File: config.mk
export PLATFORM = sky130hd
export DESIGN_NAME = http_request_head_parser_top
export DESIGN_NICKNAME = d
export VERILOG_FILES = /design/src/hdl/hrhp_pkg.sv /design/src/hdl/hrhp_in_stage.sv /design/src/hdl/hrhp_parse_core.sv /design/src/hdl/hrhp_out_stage.sv /design/src/hdl/http_request_head_parser_top.sv
export SDC_FILE = /design/constraint.sdc
export NUM_CORES = 1
export LEC_CHECK = 0
export ABC_AREA = 1
export ABC_CLOCK_PERIOD_IN_PS = 2900
export BUFFER_PORTS_ARGS = -buffer_cell sky130_fd_sc_hd__buf_2
export CAP_MARGIN = 10
export CORE_UTILIZATION = 53
export DETAILED_ROUTE_END_ITERATION = 12
export PLACE_DENSITY = 0.77
export SKIP_LAST_GASP = 1
export SYNTH_ARGS = -nofsm -noshare
export SYNTH_HDL_FRONTEND = slang
export SYNTH_SLANG_ARGS = --single-unit
File: constraint.sdc
create_clock -name clk -period 2.9 [get_ports clk]
set_input_delay 0.435 -clock clk [delete_from_list [all_inputs] [get_ports clk]]
set_output_delay 0.435 -clock clk [all_outputs]
set_load 0.05 [all_outputs]
File: src/hdl/hrhp_pkg.sv
package hrhp_pkg;

  // Parse phases, also reported as the field kind of each result.
  localparam logic [2:0] PH_METHOD  = 3'd0;
  localparam logic [2:0] PH_URI     = 3'd1;
  localparam logic [2:0] PH_VERSION = 3'd2;
  localparam logic [2:0] PH_KEY     = 3'd3;
  localparam logic [2:0] PH_VALUE   = 3'd4;
  localparam logic [2:0] PH_DONE    = 3'd5;

  // Match trackers: a count of matched characters, or a sticky fail code.
  localparam logic [3:0] KEY_LEN  = 4'd7;
  localparam logic [3:0] KEY_FAIL = 4'd15;
  localparam logic [4:0] VER_LEN  = 5'd8;
  localparam logic [4:0] VER_FAIL = 5'd31;
  localparam logic [1:0] H2C_LEN  = 2'd3;

  // Request classes reported on the final transfer of a buffer.
  localparam logic [1:0] CLASS_OTHER  = 2'd0;
  localparam logic [1:0] CLASS_H2C    = 2'd1;
  localparam logic [1:0] CLASS_HTTP10 = 2'd2;

  // ASCII characters the parser reacts to.
  localparam logic [7:0] CH_SPACE = 8'h20;
  localparam logic [7:0] CH_CR    = 8'h0D;
  localparam logic [7:0] CH_LF    = 8'h0A;
  localparam logic [7:0] CH_COLON = 8'h3A;
  localparam logic [7:0] CH_H     = 8'h68;

  // One input byte as held in the input register.
  typedef struct packed {
    logic [7:0] byte_value;
    logic       last_byte;
  } hrhp_item_t;

  // One result as held in the output register.
  typedef struct packed {
    logic        store_valid;
    logic [2:0]  field_kind;
    logic [6:0]  header_number;
    logic [11:0] char_position;
    logic [7:0]  char_out;
    logic        field_closed;
    logic        head_finished;
    logic [7:0]  headers_done;
    logic [1:0]  request_class;
    logic        last_out;
  } hrhp_result_t;

  // Lower-case an ASCII letter; other bytes pass unchanged.
  function automatic logic [7:0] fold(input logic [7:0] c);
    logic [7:0] r;
    r = c;
    if (c >= 8'h41 && c <= 8'h5A) begin
      r = c + 8'd32;
    end
    return r;
  endfunction

  // Characters of "upgrade", lower case.
  function automatic logic [7:0] upgrade_char(input logic [3:0] idx);
    logic [7:0] r;
    case (idx)
      4'd0:    r = 8'h75;
      4'd1:    r = 8'h70;
      4'd2:    r = 8'h67;
      4'd3:    r = 8'h72;
      4'd4:    r = 8'h61;
      4'd5:    r = 8'h64;
      4'd6:    r = 8'h65;
      default: r = 8'h00;
    endcase
    return r;
  endfunction

  // Characters of "http/1.0", lower case.
  function automatic logic [7:0] version_char(input logic [4:0] idx);
    logic [7:0] r;
    case (idx)
      5'd0:    r = 8'h68;
      5'd1:    r = 8'h74;
      5'd2:    r = 8'h74;
      5'd3:    r = 8'h70;
      5'd4:    r = 8'h2F;
      5'd5:    r = 8'h31;
      5'd6:    r = 8'h2E;
      5'd7:    r = 8'h30;
      default: r = 8'h00;
    endcase
    return r;
  endfunction

  // Characters of "h2c", case sensitive.
  function automatic logic [7:0] h2c_char(input logic [1:0] idx);
    logic [7:0] r;
    case (idx)
      2'd0:    r = 8'h68;
      2'd1:    r = 8'h32;
      2'd2:    r = 8'h63;
      default: r = 8'h00;
    endcase
    return r;
  endfunction

endpackage

File: src/hdl/hrhp_in_stage.sv
module hrhp_in_stage (
  input  logic               clk,
  input  logic               rst_n,
  input  logic               in_tvalid,
  output logic               in_tready,
  input  logic [7:0]         in_tdata,
  input  logic               in_tlast,
  input  logic               advance,
  output hrhp_pkg::hrhp_item_t item,
  output logic               item_valid
);

  logic                 vld_r;
  logic                 vld_nxt;
  hrhp_pkg::hrhp_item_t item_r;

  // The register takes a new byte when it is empty or drains this cycle.
  assign in_tready = !vld_r || advance;

  always_comb begin
    vld_nxt = vld_r;
    if (in_tvalid && in_tready) begin
      vld_nxt = 1'b1;
    end else if (advance) begin
      vld_nxt = 1'b0;
    end
  end

  always_ff @(posedge clk) begin
    if (!rst_n) begin
      vld_r <= 1'b0;
    end else begin
      vld_r <= vld_nxt;
    end
  end

  // Payload is captured on every accepted transfer.
  always_ff @(posedge clk) begin
    if (in_tvalid && in_tready) begin
      item_r.byte_value <= in_tdata;
      item_r.last_byte  <= in_tlast;
    end
  end

  assign item       = item_r;
  assign item_valid = vld_r;

endmodule

File: src/hdl/hrhp_parse_core.sv
module hrhp_parse_core #(
  parameter int MAX_HEADERS     = 128,
  parameter int LONG_FIELD_CAP  = 4095,
  parameter int KEY_CAP         = 127,
  parameter int SHORT_FIELD_CAP = 15
) (
  input  logic                   clk,
  input  logic                   rst_n,
  input  logic                   fire,
  input  hrhp_pkg::hrhp_item_t   item,
  output hrhp_pkg::hrhp_result_t result
);

  localparam int CAP_A   = (LONG_FIELD_CAP > KEY_CAP) ? LONG_FIELD_CAP : KEY_CAP;
  localparam int CAP_MAX = (CAP_A > SHORT_FIELD_CAP) ? CAP_A : SHORT_FIELD_CAP;
  localparam int CC_W    = $clog2(CAP_MAX + 1);
  localparam int HC_W    = $clog2(MAX_HEADERS + 1);

  logic [2:0]      phase_r,   phase_nxt;
  logic [CC_W-1:0] cc_r,      cc_nxt;
  logic [HC_W-1:0] hdr_cnt_r, hdr_cnt_nxt;
  logic            skip_r,    skip_nxt;
  logic [3:0]      key_m_r,   key_m_nxt;
  logic [1:0]      h2c_p_r,   h2c_p_nxt;
  logic            h2c_in_r,  h2c_in_nxt;
  logic            upg_r,     upg_nxt;
  logic [4:0]      ver_m_r,   ver_m_nxt;

  logic [7:0]        b;
  logic              store;
  logic [HC_W-1:0]   hdr_cnt_inc;
  logic [HC_W+6:0]   hn_ext;
  logic [CC_W+11:0]  pos_ext;
  logic [HC_W+7:0]   done_ext;

  assign b           = item.byte_value;
  assign hdr_cnt_inc = hdr_cnt_r + HC_W'(1);
  assign hn_ext      = {7'd0, hdr_cnt_r};
  assign pos_ext     = {12'd0, cc_r};
  assign done_ext    = {8'd0, hdr_cnt_nxt};

  // Next parser state and the result for the byte in the input register.
  always_comb begin
    phase_nxt   = phase_r;
    cc_nxt      = cc_r;
    hdr_cnt_nxt = hdr_cnt_r;
    skip_nxt    = skip_r;
    key_m_nxt   = key_m_r;
    h2c_p_nxt   = h2c_p_r;
    h2c_in_nxt  = h2c_in_r;
    upg_nxt     = upg_r;
    ver_m_nxt   = ver_m_r;
    store       = 1'b0;
    result      = '0;

    if (phase_r != hrhp_pkg::PH_DONE) begin
      result.field_kind = phase_r;
      if (phase_r >= hrhp_pkg::PH_KEY) begin
        result.header_number = hn_ext[6:0];
      end
      unique case (phase_r)
        hrhp_pkg::PH_METHOD: begin
          if (b == hrhp_pkg::CH_SPACE) begin
            phase_nxt           = hrhp_pkg::PH_URI;
            cc_nxt              = '0;
            result.field_closed = 1'b1;
          end else if (cc_r < CC_W'(SHORT_FIELD_CAP)) begin
            store = 1'b1;
          end
        end
        hrhp_pkg::PH_URI: begin
          if (b == hrhp_pkg::CH_SPACE) begin
            phase_nxt           = hrhp_pkg::PH_VERSION;
            cc_nxt              = '0;
            result.field_closed = 1'b1;
          end else if (cc_r < CC_W'(LONG_FIELD_CAP)) begin
            store = 1'b1;
          end
        end
        hrhp_pkg::PH_VERSION: begin
          if (b == hrhp_pkg::CH_CR) begin
            // A carriage return inside the version is ignored.
          end else if (b == hrhp_pkg::CH_LF) begin
            phase_nxt           = hrhp_pkg::PH_KEY;
            cc_nxt              = '0;
            result.field_closed = 1'b1;
            hdr_cnt_nxt         = '0;
            key_m_nxt           = '0;
          end else if (cc_r < CC_W'(SHORT_FIELD_CAP)) begin
            store = 1'b1;
            if (ver_m_r < hrhp_pkg::VER_LEN &&
                hrhp_pkg::fold(b) == hrhp_pkg::version_char(ver_m_r)) begin
              ver_m_nxt = ver_m_r + 5'd1;
            end else begin
              ver_m_nxt = hrhp_pkg::VER_FAIL;
            end
          end
        end
        hrhp_pkg::PH_KEY: begin
          if (b == hrhp_pkg::CH_COLON) begin
            phase_nxt           = hrhp_pkg::PH_VALUE;
            cc_nxt              = '0;
            result.field_closed = 1'b1;
            skip_nxt            = 1'b1;
            h2c_p_nxt           = '0;
            h2c_in_nxt          = 1'b0;
          end else if (b == hrhp_pkg::CH_CR) begin
            // Ignored inside a key.
          end else if (b == hrhp_pkg::CH_LF) begin
            // An empty line (or a key cut by a line feed) ends the head.
            phase_nxt = hrhp_pkg::PH_DONE;
          end else if (cc_r < CC_W'(KEY_CAP)) begin
            store = 1'b1;
            if (key_m_r < hrhp_pkg::KEY_LEN &&
                hrhp_pkg::fold(b) == hrhp_pkg::upgrade_char(key_m_r)) begin
              key_m_nxt = key_m_r + 4'd1;
            end else begin
              key_m_nxt = hrhp_pkg::KEY_FAIL;
            end
          end
        end
        hrhp_pkg::PH_VALUE: begin
          if (skip_r && b == hrhp_pkg::CH_SPACE) begin
            // Leading spaces of a value are skipped.
          end else begin
            skip_nxt = 1'b0;
            if (b == hrhp_pkg::CH_CR) begin
              // Ignored inside a value.
            end else if (b == hrhp_pkg::CH_LF) begin
              result.field_closed = 1'b1;
              if (key_m_r == hrhp_pkg::KEY_LEN && h2c_in_r) begin
                upg_nxt = 1'b1;
              end
              hdr_cnt_nxt = hdr_cnt_inc;
              if (hdr_cnt_inc >= HC_W'(MAX_HEADERS)) begin
                phase_nxt = hrhp_pkg::PH_DONE;
              end else begin
                phase_nxt = hrhp_pkg::PH_KEY;
                cc_nxt    = '0;
                key_m_nxt = '0;
              end
            end else if (cc_r < CC_W'(LONG_FIELD_CAP)) begin
              store = 1'b1;
              if (b == hrhp_pkg::h2c_char(h2c_p_r)) begin
                if (h2c_p_r + 2'd1 >= hrhp_pkg::H2C_LEN) begin
                  h2c_in_nxt = 1'b1;
                  h2c_p_nxt  = '0;
                end else begin
                  h2c_p_nxt = h2c_p_r + 2'd1;
                end
              end else begin
                h2c_p_nxt = (b == hrhp_pkg::CH_H) ? 2'd1 : 2'd0;
              end
            end
          end
        end
        default: begin
        end
      endcase

      if (store) begin
        result.store_valid   = 1'b1;
        result.char_position = pos_ext[11:0];
        result.char_out      = b;
        cc_nxt               = cc_r + CC_W'(1);
      end
    end

    // Status that follows the update of this byte.
    result.head_finished = (phase_nxt == hrhp_pkg::PH_DONE);
    result.headers_done  = (done_ext > (HC_W + 8)'(255)) ? 8'hFF : done_ext[7:0];
    result.last_out      = item.last_byte;
    if (item.last_byte) begin
      if (upg_nxt) begin
        result.request_class = hrhp_pkg::CLASS_H2C;
      end else if (ver_m_nxt == hrhp_pkg::VER_LEN) begin
        result.request_class = hrhp_pkg::CLASS_HTTP10;
      end else begin
        result.request_class = hrhp_pkg::CLASS_OTHER;
      end
    end
  end

  // Parser state advances once per processed byte; the last byte restarts it.
  always_ff @(posedge clk) begin
    if (!rst_n || (fire && item.last_byte)) begin
      phase_r   <= hrhp_pkg::PH_METHOD;
      cc_r      <= '0;
      hdr_cnt_r <= '0;
      skip_r    <= 1'b0;
      key_m_r   <= '0;
      h2c_p_r   <= '0;
      h2c_in_r  <= 1'b0;
      upg_r     <= 1'b0;
      ver_m_r   <= '0;
    end else if (fire) begin
      phase_r   <= phase_nxt;
      cc_r      <= cc_nxt;
      hdr_cnt_r <= hdr_cnt_nxt;
      skip_r    <= skip_nxt;
      key_m_r   <= key_m_nxt;
      h2c_p_r   <= h2c_p_nxt;
      h2c_in_r  <= h2c_in_nxt;
      upg_r     <= upg_nxt;
      ver_m_r   <= ver_m_nxt;
    end
  end

  // Once the head is finished, nothing more is stored.
  a_no_store_when_done: assert property (@(posedge clk) disable iff (!rst_n)
    fire && phase_r == hrhp_pkg::PH_DONE |-> !result.store_valid)
    else $error("byte stored after the head finished");

  // A last byte returns the parser to the method phase with no headers.
  a_restart_after_last: assert property (@(posedge clk) disable iff (!rst_n)
    fire && item.last_byte |=> phase_r == hrhp_pkg::PH_METHOD && hdr_cnt_r == '0)
    else $error("parser did not restart after the last byte");

  // The header count never passes the limit.
  a_header_limit: assert property (@(posedge clk) disable iff (!rst_n)
    hdr_cnt_r <= HC_W'(MAX_HEADERS))
    else $error("header count beyond limit");

  // Reaching the limit by a completed header always finishes the head.
  a_limit_finishes: assert property (@(posedge clk) disable iff (!rst_n)
    fire && !item.last_byte && hdr_cnt_nxt == HC_W'(MAX_HEADERS)
    |=> phase_r == hrhp_pkg::PH_DONE)
    else $error("header limit did not finish the head");

endmodule

File: src/hdl/hrhp_out_stage.sv
module hrhp_out_stage (
  input  logic                   clk,
  input  logic                   rst_n,
  input  logic                   load,
  input  hrhp_pkg::hrhp_result_t result,
  input  logic                   out_tready,
  output logic                   out_tvalid,
  output hrhp_pkg::hrhp_result_t held
);

  logic                   vld_r;
  logic                   vld_nxt;
  hrhp_pkg::hrhp_result_t res_r;

  // Valid stays until the result transfer completes or a new one replaces it.
  always_comb begin
    vld_nxt = vld_r;
    if (load) begin
      vld_nxt = 1'b1;
    end else if (out_tready) begin
      vld_nxt = 1'b0;
    end
  end

  always_ff @(posedge clk) begin
    if (!rst_n) begin
      vld_r <= 1'b0;
    end else begin
      vld_r <= vld_nxt;
    end
  end

  always_ff @(posedge clk) begin
    if (load) begin
      res_r <= result;
    end
  end

  assign out_tvalid = vld_r;
  assign held       = res_r;

endmodule

File: src/hdl/http_request_head_parser_top.sv
// Path: a byte accepted into the input register passes through the parse logic into
// the output register once that register is free or drains.
// Throughput: one byte per cycle while the output is not stalled by the receiver.
// Reset: rst_n is synchronous, active low; it empties both registers and
// returns the parser to the method phase. A byte marked last also restarts the parser.
module http_request_head_parser_top #(
  parameter int MAX_HEADERS     = 128,
  parameter int LONG_FIELD_CAP  = 4095,
  parameter int KEY_CAP         = 127,
  parameter int SHORT_FIELD_CAP = 15
) (
  input  logic        clk,
  input  logic        rst_n,
  input  logic        in_tvalid,
  output logic        in_tready,
  input  logic [7:0]  in_tdata,   // [7:0] byte_value
  input  logic        in_tlast,   // last_byte
  output logic        out_tvalid,
  input  logic        out_tready,
  output logic [39:0] out_tdata,  // [6:0] header_number, [18:7] char_position,
                                  // [26:19] char_out, [27] field_closed,
                                  // [28] head_finished, [36:29] headers_done,
                                  // [38:37] request_class, [39] zero
  output logic [3:0]  out_tuser,  // [0] store_valid, [3:1] field_kind
  output logic        out_tlast   // last_out
);

  hrhp_pkg::hrhp_item_t   item;
  hrhp_pkg::hrhp_result_t result;
  hrhp_pkg::hrhp_result_t held;
  logic                   item_valid;
  logic                   advance;

  // A byte moves on when the output register is free or drains this cycle.
  assign advance = item_valid && (!out_tvalid || out_tready);

  hrhp_in_stage u_in (
    .clk        (clk),
    .rst_n      (rst_n),
    .in_tvalid  (in_tvalid),
    .in_tready  (in_tready),
    .in_tdata   (in_tdata),
    .in_tlast   (in_tlast),
    .advance    (advance),
    .item       (item),
    .item_valid (item_valid)
  );

  hrhp_parse_core #(
    .MAX_HEADERS     (MAX_HEADERS),
    .LONG_FIELD_CAP  (LONG_FIELD_CAP),
    .KEY_CAP         (KEY_CAP),
    .SHORT_FIELD_CAP (SHORT_FIELD_CAP)
  ) u_core (
    .clk    (clk),
    .rst_n  (rst_n),
    .fire   (advance),
    .item   (item),
    .result (result)
  );

  hrhp_out_stage u_out (
    .clk        (clk),
    .rst_n      (rst_n),
    .load       (advance),
    .result     (result),
    .out_tready (out_tready),
    .out_tvalid (out_tvalid),
    .held       (held)
  );

  // Pack the result onto the stream.
  assign out_tdata = {1'b0, held.request_class, held.headers_done, held.head_finished,
                      held.field_closed, held.char_out, held.char_position,
                      held.header_number};
  assign out_tuser = {held.field_kind, held.store_valid};
  assign out_tlast = held.last_out;

endmodule

==> After elaboration in Yosys (flattened, before gate mapping) <==
Memory sizes are Yosys's and may differ from the RTL's. A register that Yosys moved wholly into a read port is not among the register bits.
Cells that the tools add are included.
{ "totals": {"ff_bits": 92, "mem_bits_ro": 48, "input_bits": 13, "out_inout_bits": 47, "n_memories": 1} }
{ "memory_table": {"columns": ["memory", "depth", "word_bits", "rd", "rd_clocked_by_memory_dff", "write_ports", "line_no", "text"], "rows": [
  ["(name not given)", 8, 6, 1, 1, 0, "hrhp_pkg.sv:79", "case (idx)"]
]} }
{ "classes": {"addsub": 6, "n_lt_le_gt_ge": 11, "n_eq_ne": 47, "muxes": 136, "bitwise_logic": 1, "n_reduce_logical": 32} }
{ "ops": {"columns": ["cell", "count"], "rows": [
  ["$mux 8", 36],
  ["$mux 12", 9],
  ["$pmux 7 s7", 1],
  ["$pmux 12 s4", 1],
  ["$mux 4", 11],
  ["$mux 3", 14],
  ["$mux 1", 41],
  ["$mux 5", 6],
  ["$eq 8x8->1", 3],
  ["$pmux 7 s3", 1],
  ["$eq 4x3->1 const B", 4],
  ["$eq 8x4->1 const B", 2],
  ["$eq 8x6->1 const B", 2],
  ["$mux 2", 8],
  ["$ne 2x2->1 const B", 8],
  ["$pmux 8 s2", 1],
  ["$ne 3x3->1 const B", 5],
  ["$pmux 3 s5", 1],
  ["$ne 2x1->1 const B", 7],
  ["$reduce_and 13->1", 1],
  ["$add 12x1->12 const B", 1],
  ["$lt 12x12->1 const B", 1],
  ["$lt 12x4->1 const B", 1],
  ["$lt 12x7->1 const B", 1],
  ["other kinds (44)", 67]
]} }

==> Depth between registers and ports, before layout <==
Gate-level depths: netlist of run 1.
{ "depth": {"word_depth": 19, "mapped_depth": 18, "ltp_nobuf": 18} }

==> Cells and area by module <==
A second synthesis of run 1 with hierarchy kept.
{ "hier_totals": {"cells_unflattened": 684, "hier_area_um2": 5416.4} }
{ "modules_own_cells": {"columns": ["module", "instances", "cells_each", "area_per_inst_um2"], "rows": [
  ["hrhp_parse_core", 1, 613, 3702.3],
  ["hrhp_out_stage", 1, 50, 1365.1],
  ["hrhp_in_stage", 1, 16, 321.6],
  ["http_request_head_parser_top", 1, 5, 27.5]
]} }

==> Worst setup path after synthesis of run 1 <==
No wires, ideal clock.
{ "synth_timing": {"path_kind": "reg2reg", "start": "register u_out.vld_r, in the netlist u_out.out_tvalid", "end": "register with a tool-made name", "arrival_ps": 3066, "setup_slack_ps": -281, "path_stages_with_launch": 11, "n_path_buf": 1, "synth_period_minus_slack_ps": 3181, "cell_sequence": "dfxtp_1 > nand2_1 > nand2_1 > inv_1 > clkbuf_1 > nor2_1 > nor2_1 > nand2_1 > ha_1 > nand2_1 > nand2_1"} }
{ "synth_rtl": {"columns": ["item", "line_no", "text"], "rows": [
  ["start: declaration", "hrhp_out_stage.sv:11", "logic vld_r;"],
  ["start signal: assignment", "hrhp_out_stage.sv:29", "vld_r <= vld_nxt;"]
]} }

==> results of run 1 <==
==> sequential cells by signal (all words and copies together), names as in the netlist, named ones only <==
| register | cells |
|---|---|
| u_in.item_valid | 1 |
| u_core.upg_r | 1 |
| u_out.held | 44 |
| u_core.h2c_in_r | 1 |
| u_core.key_m_r | 4 |
| u_core.ver_m_r | 5 |
| u_core.hdr_cnt_r | 8 |
| u_core.cc_r | 12 |
| u_in.item | 9 |
| u_core.h2c_p_r | 2 |
| u_core.skip_r | 1 |
| u_out.out_tvalid | 1 |
| u_core.phase_r | 3 |
==> synthesized netlist by cell type (all sizes together), types with 4 or more instances <==
| cell | count | share of area, % |
|---|---|---|
| xor2 | 10 | 1.6 |
| nand2 | 144 | 10 |
| edfxtp | 53 | 30 |
| o21ai | 38 | 3.6 |
| clkbuf | 7 | 0.49 |
| a21oi | 43 | 4.1 |
| dfxtp | 45 | 17 |
| o2111ai | 4 | 0.65 |
| nand3 | 44 | 5.2 |
| nand4 | 18 | 2.2 |
| nand3b | 5 | 0.70 |
| nor2 | 97 | 8.0 |
| ha | 17 | 4.0 |
| inv | 90 | 6.3 |
| buf | 7 | 0.91 |
| nor3 | 18 | 2.1 |
==> cell usage in the layout (no fill, tap or decap), types with 8 or more instances in the layout <==
cell type  netlist  routed
xor2_1          10      10
nand4_1         17      17
clkbuf_8         0       9
edfxtp_1        53      53
inv_2           10      11
buf_2            3      58
o21ai_0         32      32
nand3_1         37      37
nor2_1          84      84
nor2_2           8       8
dfxtp_1         45      45
nor3_1          15      15
a21oi_1         42      42
ha_1            17      17
nand2_1        139     139
inv_1           80      79
==> cell type report <==
| cell class | count | area, sq um | area share [%] |
|---|---|---|---|
| flip-flops and latches | 98 | 2490 | 41.8 |
| multi-input cells | 463 | 2460 | 41.3 |
| inverters | 90 | 338 | 5.67 |
| repair buffers | 63 | 328 | 5.50 |
| well taps | 133 | 166 | 2.79 |
| clock buffers | 14 | 164 | 2.75 |
| clock inverters | 2 | 12.5 | 0.210 |
==> metrics by stage <==
step	utilization [%]	area [sq um]	power, mW	worst slack (ps)
global route	61.0	5960	3.02	152
CTS	61.0	5960	2.90	387
finish	61.0	5960	2.89	384
global placement	59.2	5790	2.10	459
floorplan	-	5370	2.00	426
detailed placement	59.2	5790	2.11	413
==> path summary, 6_finish.rpt <==
kind	slack (ps)	endpoint	cells past startpoint
worst min-delay path	240	u_in.item[4]$_DFFE_PP_	1
worst max register to register	380	register	16
worst max-delay path	380	register	16
worst min register to register	460	u_core.h2c_in_r$_SDFFE_PP0P_	2
==> cells by family after synthesis <==
family | after synthesis | share of synthesized area [%]
xor+xnor | 13 | 2.12
fa+ha+maj | 17 | 3.96
other cells | 1 | 0.0699
flops | 98 | 46.4
simple gates | 333 | 29.4
buf+inv | 104 | 7.69
compound gates | 99 | 10.3
==> per-layer routing <==
metal | GRT usage, % | vias up
met5 | 0 | -
met1 | 29.5 | 2105
met3 | 4.14 | 26
met4 | 12.0 | 0
met2 | 37.6 | 163
li1 | - | 2323
==> power groups by stage <==
| stage | clock (mW) | sequential [mW] | combinational [mW] |
|---|---|---|---|
| final | 0.813 | 1.58 | 0.497 |
| after global routing | 0.888 | 1.59 | 0.547 |
| after CTS | 0.830 | 1.58 | 0.497 |
| after detailed placement | 0 | 1.61 | 0.496 |
| after global placement | 0 | 1.61 | 0.487 |
| after floorplan | 0 | 1.72 | 0.280 |
==> critical path: cells and delay by family (launching register included) <==
| family | cells | cell delay [ps] |
|---|---|---|
| and+or+nand+nor | 13 | 1270 |
| DFF | 1 | 530 |
| adders and majority gates | 1 | 250 |
| AOI/OAI and AO/OA | 1 | 190 |
| buffers and inverters | 1 | 170 |
==> flow_metrics.tcl, run 1 <==
set metrics [dict create \
    cts_sinks 98 \
    tightest_slew_ps 749 \
    internal_power_mw 2.03 \
    p_per_area_mw_per_mm2 485 \
    tritoncts "built" \
    fmax_mhz 397 \
    hold_ws_ps 236 \
    cp_cell_sequence "inv_2, nand2_1, nor3_2, nand2_1, nand2_1, nand2_1, nand2_1, nand2_1, nor2_2, nand3_1, a21oi_1, nand2_1, nand2_1, ha_1, nand2_1, nand2_1" \
    crit_top_cell "nand2_1" \
    post_cts_buffers 0 \
    antenna_found_initial 0 \
    cts-resized-gates 0 \
    r2r-start "u_in.item[3]$_DFFE_PP_" \
    io_pins 60 \
    finClkSkew_ps 12.0 \
    finalHoldViolCount 0 \
    power_switching_share_pct 29.8 \
    slowest_stage "edfxtp_1" \
    top_layer "met4" \
    grt_max_degree 34 \
    required_ps 3170 \
    irDropWorstVdd_v 0.000250 \
    cts_inserted_buffers 9 \
    cp-start-kind "register" \
    hold_buffers 0 \
    diodes 0 \
    max_stage_delay_ps 530 \
    power.switching_uw 862 \
    ys_warn_count 0 \
    critPathCaptureType "register" \
    period_share_pct 86.8 \
    insertion_delay_ps 370 \
    finalSetupViolations 0 \
    dieArea_sq_mm 0.0105 \
    cts_htree_levels 3 \
    worstHoldStart "in_tdata[3]" \
    hold_class "in2reg" \
    clock_path_buffers 2 \
    status "finished, final reports clean" \
    vias 4617 \
    cp-startpoint "u_in.item[3]$_DFFE_PP_" \
    leakage_nw 2.44 \
    instances_no_fill 863 \
    ys_seq_elements 98 \
    post_drt_wl_per_cell_um 13.4 \
    grt.total_usage_pct 23.1 \
    worst-path-max-fanout 6 \
    grt_pass1_wl_um 19200 \
    layout.filler_cells 876 \
    drt_iter0_drc 271 \
    synth.cell_area_sq_mm 0.00537 \
    grt_pass1_vias 4211 \
    start_util_pct 54.9 \
    vias_per_cell 5.35 \
    dr.pass1.iters 5 \
    dr_wl_met2_um 5370 \
    period_minus_slack_ps 2520 \
    avgSynthCellArea_sq_um 8.07 \
    grt_overflow_total 0 \
    drive_gt1_share_pct 16.4 \
    area_delta_synth_final_pct 11.1 \
    gp_congestion 0.929 \
    power_frac_seq_pct 54.7 \
    async_flop_share_pct 0 \
    drc 0 \
    synth-seq-area-share_pct 46.4 \
    synth-edff-count 53 \
    crit_arrival_ps 2780 \
    path_class "reg2reg" \
    wl_met1_um 5190 \
    fin_nets 755 \
    syn-num-nets 695 \
    portBuffers 58 \
    place_inst 847 \
    core_sq_mm 0.00977 \
    tns_ps 0 \
    slew_headroom_pct 49.9 \
    clk_pin_slew_worst_paths_ps 80 \
    core.rowCount 36 \
    wl_um 11600 \
    die_h_um 103 \
    ant_nets 0 \
    met3WireLength_um 632 \
    syn_inst 665 \
    rsz0062_at_grt "no" \
    share_comb_of_total_power_pct 17.2 \
    fp.dieW_um 103 \
    drv_slew 0 \
    maxCapViolations 0 \
    cts-root-buf "clkbuf_8" \
    clkPwrFrac_pct 28.1 \
    dpl.hpwl_um 8660 \
    synthFlopType "edfxtp_1" \
    synth_cell_type_count 45 \
]
Power figures use the tool's default switching activity.
==> run 2, diff against run 1 <==
--- a/config.mk
+++ b/config.mk
@@ -9,6 +9,7 @@
 export ABC_CLOCK_PERIOD_IN_PS = 2900
 export BUFFER_PORTS_ARGS = -buffer_cell sky130_fd_sc_hd__buf_2
 export CAP_MARGIN = 10
+export CORE_ASPECT_RATIO = 1.4
 export CORE_UTILIZATION = 53
 export DETAILED_ROUTE_END_ITERATION = 12
 export PLACE_DENSITY = 0.77
==> flow_metrics.tcl, run 2 (synthesized netlist as in run 1, its figures left out) <==
set metrics [dict create \
    status "finished, final reports clean" \
    grt_pass1_wl_um 20200 \
    grt_pass1_vias 4407 \
    vias_per_cell 5.43 \
    cts_inserted_buffers 9 \
    antenna_found_initial 0 \
    instances_no_fill 867 \
    cts_sinks 98 \
    tritoncts "built" \
    total_power_mw 3.15 \
    irDropWorstVdd_v 0.000335 \
    die_h_um 121 \
    finalHoldViolCount 0 \
    core.rowCount 43 \
    dpl.hpwl_um 9470 \
    tightest_slew_ps 602 \
    drc 0 \
    fmax_mhz 388 \
    crit_arrival_ps 2640 \
    cts-resized-gates 0 \
    layout_setup_ws_ps 324 \
    maxCapViolations 0 \
    hold_class "in2reg" \
    wl_um 12600 \
    tns_ps 0 \
    hold_buffers 0 \
    portBuffers 58 \
    worst-path-max-fanout 28 \
    slew_headroom_pct 59.4 \
    required_ps 2970 \
    drv_slew 0 \
    rsz0062_at_grt "no" \
    io_pins 60 \
    drt_iter0_drc 335 \
    core_sq_mm 0.00990 \
    diodes 0 \
    cp-start-kind "register" \
    critPathCaptureType "register" \
    fin_nets 757 \
    layout_common_cells "nand2_1 (139), nor2_1 (84), inv_1 (79)" \
    vias 4706 \
    finClkSkew_ps 8.02 \
    fin_util_pct 61.3 \
    grt_overflow_total 0 \
    fp.dieW_um 87.0 \
    place_ws_ps 349 \
    drive_gt1_share_pct 16.8 \
    period_minus_slack_ps 2580 \
    post_cts_buffers 0 \
    largest_reg_flops 44 \
    cts_htree_levels 3 \
    layout.filler_cells 924 \
    dr.pass1.iters 5 \
    grt_max_degree 32 \
    ant_nets 0 \
    start_util_pct 54.2 \
    gp_congestion 0.957 \
    leakage_nw 2.49 \
    clk_pin_slew_worst_paths_ps 70 \
    cts-root-buf "clkbuf_16" \
    place_inst 851 \
    period_share_pct 88.8 \
    dieArea_sq_mm 0.0105 \
    grt.total_usage_pct 25.1 \
    area_delta_synth_final_pct 13.0 \
    insertion_delay_ps 350 \
    path_class "reg2reg" \
    p_per_area_mw_per_mm2 519 \
    post_drt_wl_per_cell_um 14.5 \
    finalSetupViolations 0 \
    clock_path_buffers 2 \
    final_common_cell "nand2_1" \
]
[run 2: cell types whose count changed in the layout (fill, tap and decap cells not counted)]
cell,previous run,this run
clkinvlp_4,1,2
clkinv_1,0,3
clkbuf_8,9,0
clkbuf_1,4,0
buf_4,5,7
clkbuf_16,1,9
clkinv_2,1,2
[run 2: area by class of cell]
cell class	instances	area (sq um)	area share (%)
well taps	135	169	2.79
inverters	90	338	5.57
multi-input cells	463	2460	40.6
clock buffers	9	225	3.71
flip-flops and latches	98	2490	41.1
clock inverters	7	36.3	0.598
repair buffers	65	343	5.65
[run 2: power breakdown]
| part | internal [mW] | leakage, nW | total, mW | switching [mW] |
|---|---|---|---|---|
| combinational | 0.128 | 1.50 | 0.507 | 0.380 |
| clock | 0.569 | 0.124 | 1.06 | 0.489 |
| sequential | 1.54 | 0.867 | 1.58 | 0.0434 |
[run 2: worst paths after layout]
check	depth (start not counted)	slack (ps)	to	start
max	10	320	u_out.held[15]$_SDFFCE_PN0P_	u_in.item[7]$_DFFE_PP_
min	1	260	u_in.item[2]$_DFFE_PP_	in_tdata[1]
max reg2reg	10	320	u_out.held[15]$_SDFFCE_PN0P_	u_in.item[7]$_DFFE_PP_
min reg2reg	2	450	u_core.h2c_in_r$_SDFFE_PP0P_	u_core.h2c_in_r$_SDFFE_PP0P_
[run 2: routing by layer]
layer	up-vias	wire (um)	GRT usage (%)
met4	0	508	13.4
li1	2330	-	-
met2	150	6590	44.9
met1	2190	5020	27.9
met3	36	483	4.29
met5	-	0	0
[run 2: critical path: stages (launching register included)]
cell and delay, ps:
edfxtp_1 520, nor2_4 230, inv_1 110, nor3_1 240
nand2_1 180, nand2_2 170, nor2_2 70, nor2_4 120
nand2_2 110, inv_2 380, nor2_1 140
[run 2: metrics by stage]
step | cell area (sq um) | hold WS (ps)
floorplan | 5370 | 426
global placement | 5800 | 444
detailed placement | 5800 | 442
CTS | 6060 | 257
global route | 6060 | 253
finish | 6060 | 261
==> run 3, diff against run 2 <==
--- a/config.mk
+++ b/config.mk
@@ -7,7 +7,7 @@
 export LEC_CHECK = 0
 export ABC_AREA = 1
 export ABC_CLOCK_PERIOD_IN_PS = 2900
-export BUFFER_PORTS_ARGS = -buffer_cell sky130_fd_sc_hd__buf_2
+export BUFFER_PORTS_ARGS = -buffer_cell sky130_fd_sc_hd__clkbuf_2
 export CAP_MARGIN = 10
 export CORE_ASPECT_RATIO = 1.4
 export CORE_UTILIZATION = 53
@@ -16,4 +16,5 @@
 export SKIP_LAST_GASP = 1
 export SYNTH_ARGS = -nofsm -noshare
 export SYNTH_HDL_FRONTEND = slang
+export SYNTH_HIERARCHICAL = 1
 export SYNTH_SLANG_ARGS = --single-unit
==> flow_metrics.tcl, run 3 <==
set metrics [dict create \
    grt_max_degree 64 \
    layout_common_cells "nand2_1 (138), nor2_1 (84), inv_1 (83)" \
    vias 4799 \
    gp_congestion 0.975 \
    dieArea_sq_mm 0.0106 \
    cts_inserted_buffers 9 \
    tns_ps 0 \
    largest_reg_flops 44 \
    busiest_layer "met2" \
    syn-num-nets 715 \
    finalSetupViolations 0 \
    synth_top_area_share_pct 29.4 \
    hold_class "in2reg" \
    cts-root-buf "clkbuf_16" \
    vias_per_cell 5.47 \
    finalHoldViolCount 0 \
    fmax_mhz 396 \
    drc 0 \
    layout.filler_cells 915 \
    cts-resized-gates 0 \
    portBuffers 58 \
    synth.cell_area_sq_mm 0.00542 \
    post_drt_wl_per_cell_um 14.7 \
    slew_headroom_pct 52.1 \
    fin_util_pct 61.9 \
    grt_use_met1_pct 29.0 \
    period_share_pct 87.0 \
    crit_family "simple AND/OR/NAND/NOR gates" \
    maxCapViolations 0 \
    finish.instance_area_sq_mm 0.00613 \
    worstHoldStart "in_tdata[6]" \
    ys_seq_elements 98 \
    ant_nets 0 \
    antenna_found_initial 0 \
    tightest_slew_ps 719 \
    finClkSkew_ps 6.04 \
    wl_um 12900 \
    irDropWorstVdd_v 0.000280 \
    status "finished, final reports clean" \
    hold_buffers 0 \
    drt_iter0_drc 367 \
    crit_buf_inv 3 \
    diodes 0 \
    dpl.hpwl_um 9530 \
    rsz0062_at_grt "no" \
    crit_arrival_ps 2620 \
    hold_ws_ps 263 \
    synth_xor_area_share_pct 2.26 \
    critPathCaptureType "register" \
    fp.dieW_um 87.4 \
    clk_pin_slew_worst_paths_ps 70 \
    leakage_nw 2.61 \
    cp-start-kind "register" \
    synth_cell_type_count 44 \
    final_common_cell "nand2_1" \
    max_stage_delay_ps 520 \
    grt_pass1_vias 4579 \
    path_class "reg2reg" \
    synth-seq-area-share_pct 46.0 \
    dr.pass1.iters 7 \
    ys_warn_count 6 \
    syn_inst 684 \
    grt_util_met2_pct 46.1 \
    yosysMostFrequentCell "nand2_1" \
    yosys.area_share.simple_pct 26.2 \
    drive_gt1_share_pct 16.3 \
    post_dp_cell_area_sq_mm 0.00581 \
    synth_compound_area_share_pct 12.0 \
    yosys-top-cells-count "nand2_1 (138), nor2_1 (84), inv_1 (83)" \
    io_pins 60 \
    core.rowCount 43 \
    start_util_pct 54.7 \
    post_cts_buffers 0 \
    avgSynthCellArea_sq_um 7.92 \
    grt_overflow_total 0 \
    tritoncts "built" \
    fin_nets 769 \
    r2r-start "u_in/item[2]$_DFFE_PP_" \
    regArea_sq_mm 0.00249 \
    core_sq_mm 0.00990 \
    grt.total_usage_pct 25.8 \
    die_h_um 122 \
    drv_slew 0 \
    insertion_delay_ps 340 \
    synthTopCellsByArea "edfxtp_1 (29%), dfxtp_1 (17%), nand2_1 (9.6%), nor2_1 (5.8%), inv_1 (5.8%)" \
    async_flop_share_pct 0 \
    crit_top_cell "nand2_1" \
    synthFlopType "edfxtp_1" \
    slowest_stage "edfxtp_1" \
    multiInputGateArea_sq_mm 0.00243 \
    cts_htree_levels 3 \
    place_inst 862 \
    synth_top_family_by_area "simple AND/OR/NAND/NOR gates" \
    clock_path_buffers 2 \
    period_minus_slack_ps 2520 \
    cp-startpoint "u_in/item[2]$_DFFE_PP_" \
    required_ps 2990 \
    synth_fa_ha_area_share_pct 4.16 \
    p_per_area_mw_per_mm2 545 \
    grtUsageMet3_pct 4.54 \
    area_delta_synth_final_pct 13.1 \
    synth_largest_area_cell "edfxtp_1" \
    instances_no_fill 878 \
    cts_sinks 98 \
    synth-edff-count 53 \
    grt_pass1_wl_um 21200 \
    synth_mux_area_share_pct 0 \
    worst-path-max-fanout 20 \
    cp_cell_sequence "inv_2, nand2_1, nor2_2, nand3_1, nand2_1, o21ai_1, nand2_1, nand2_1, inv_1, buf_4, nor2_1" \
]
run 3: path summary, 6_finish.rpt:
path | slack (ps) | depth (start not counted) | endpoint
setup reg to reg | 380 | 11 | u_out/held[13]$_DFFE_PP_
hold / removal | 260 | 1 | u_in/item[7]$_DFFE_PP_
setup / recovery | 380 | 11 | u_out/held[13]$_DFFE_PP_
hold reg to reg | 460 | 2 | u_core/skip_r$_SDFFE_PP0P_
run 3: where the power goes:
part           internal (mW)  leakage (nW)  switching, mW
Combinational          0.127          1.57          0.379
Sequential              1.54         0.890         0.0505
Clock                  0.742         0.154          0.496
Total                   2.41          2.61          0.925
run 3: cells by family (layout without fill, tap and decap cells):
kind of cell / after synthesis / after routing
AND/OR/NAND/NOR: 320 / 320
AO/OA/AOI/OAI: 113 / 113
XOR/XNOR: 14 / 14
adder cells (fa/ha/maj): 18 / 18
flip-flops: 98 / 98
buffers and inverters: 120 / 179
other: 1 / 1
run 3: routing by layer:
layer  wire length (um)  part of all wire [%]
met5                  0                     0
met3                490                   3.8
met1               5060                    39
met4                495                   3.8
met2               6860                    53
run 3: final cells by class:
class                      count  area share (%)
timing repair buffer          67            5.84
tap                          135            2.76
inverter                      96            5.88
multi-input combinational    466            39.7
clock buffer                  12            4.37
clock inverter                 4           0.776
sequential                    98            40.7
run 3: per-stage QoR:
| step | power [mW] | setup slack, ps |
|---|---|---|
| detailed placement | 2.13 | 415 |
| floorplan | 2.01 | 61.3 |
| global route | 3.47 | 205 |
| finish | 3.34 | 376 |
| CTS | 3.36 | 397 |
| global placement | 2.12 | 456 |
run 3: worst reg2reg max path: cells and delay by family, from the launching register on:
family                 cells  cell delay (ps)
AOI/OAI and AO/OA          1               80
and+or+nand+nor            7             1190
buffers and inverters      3              490
DFF                        1              520
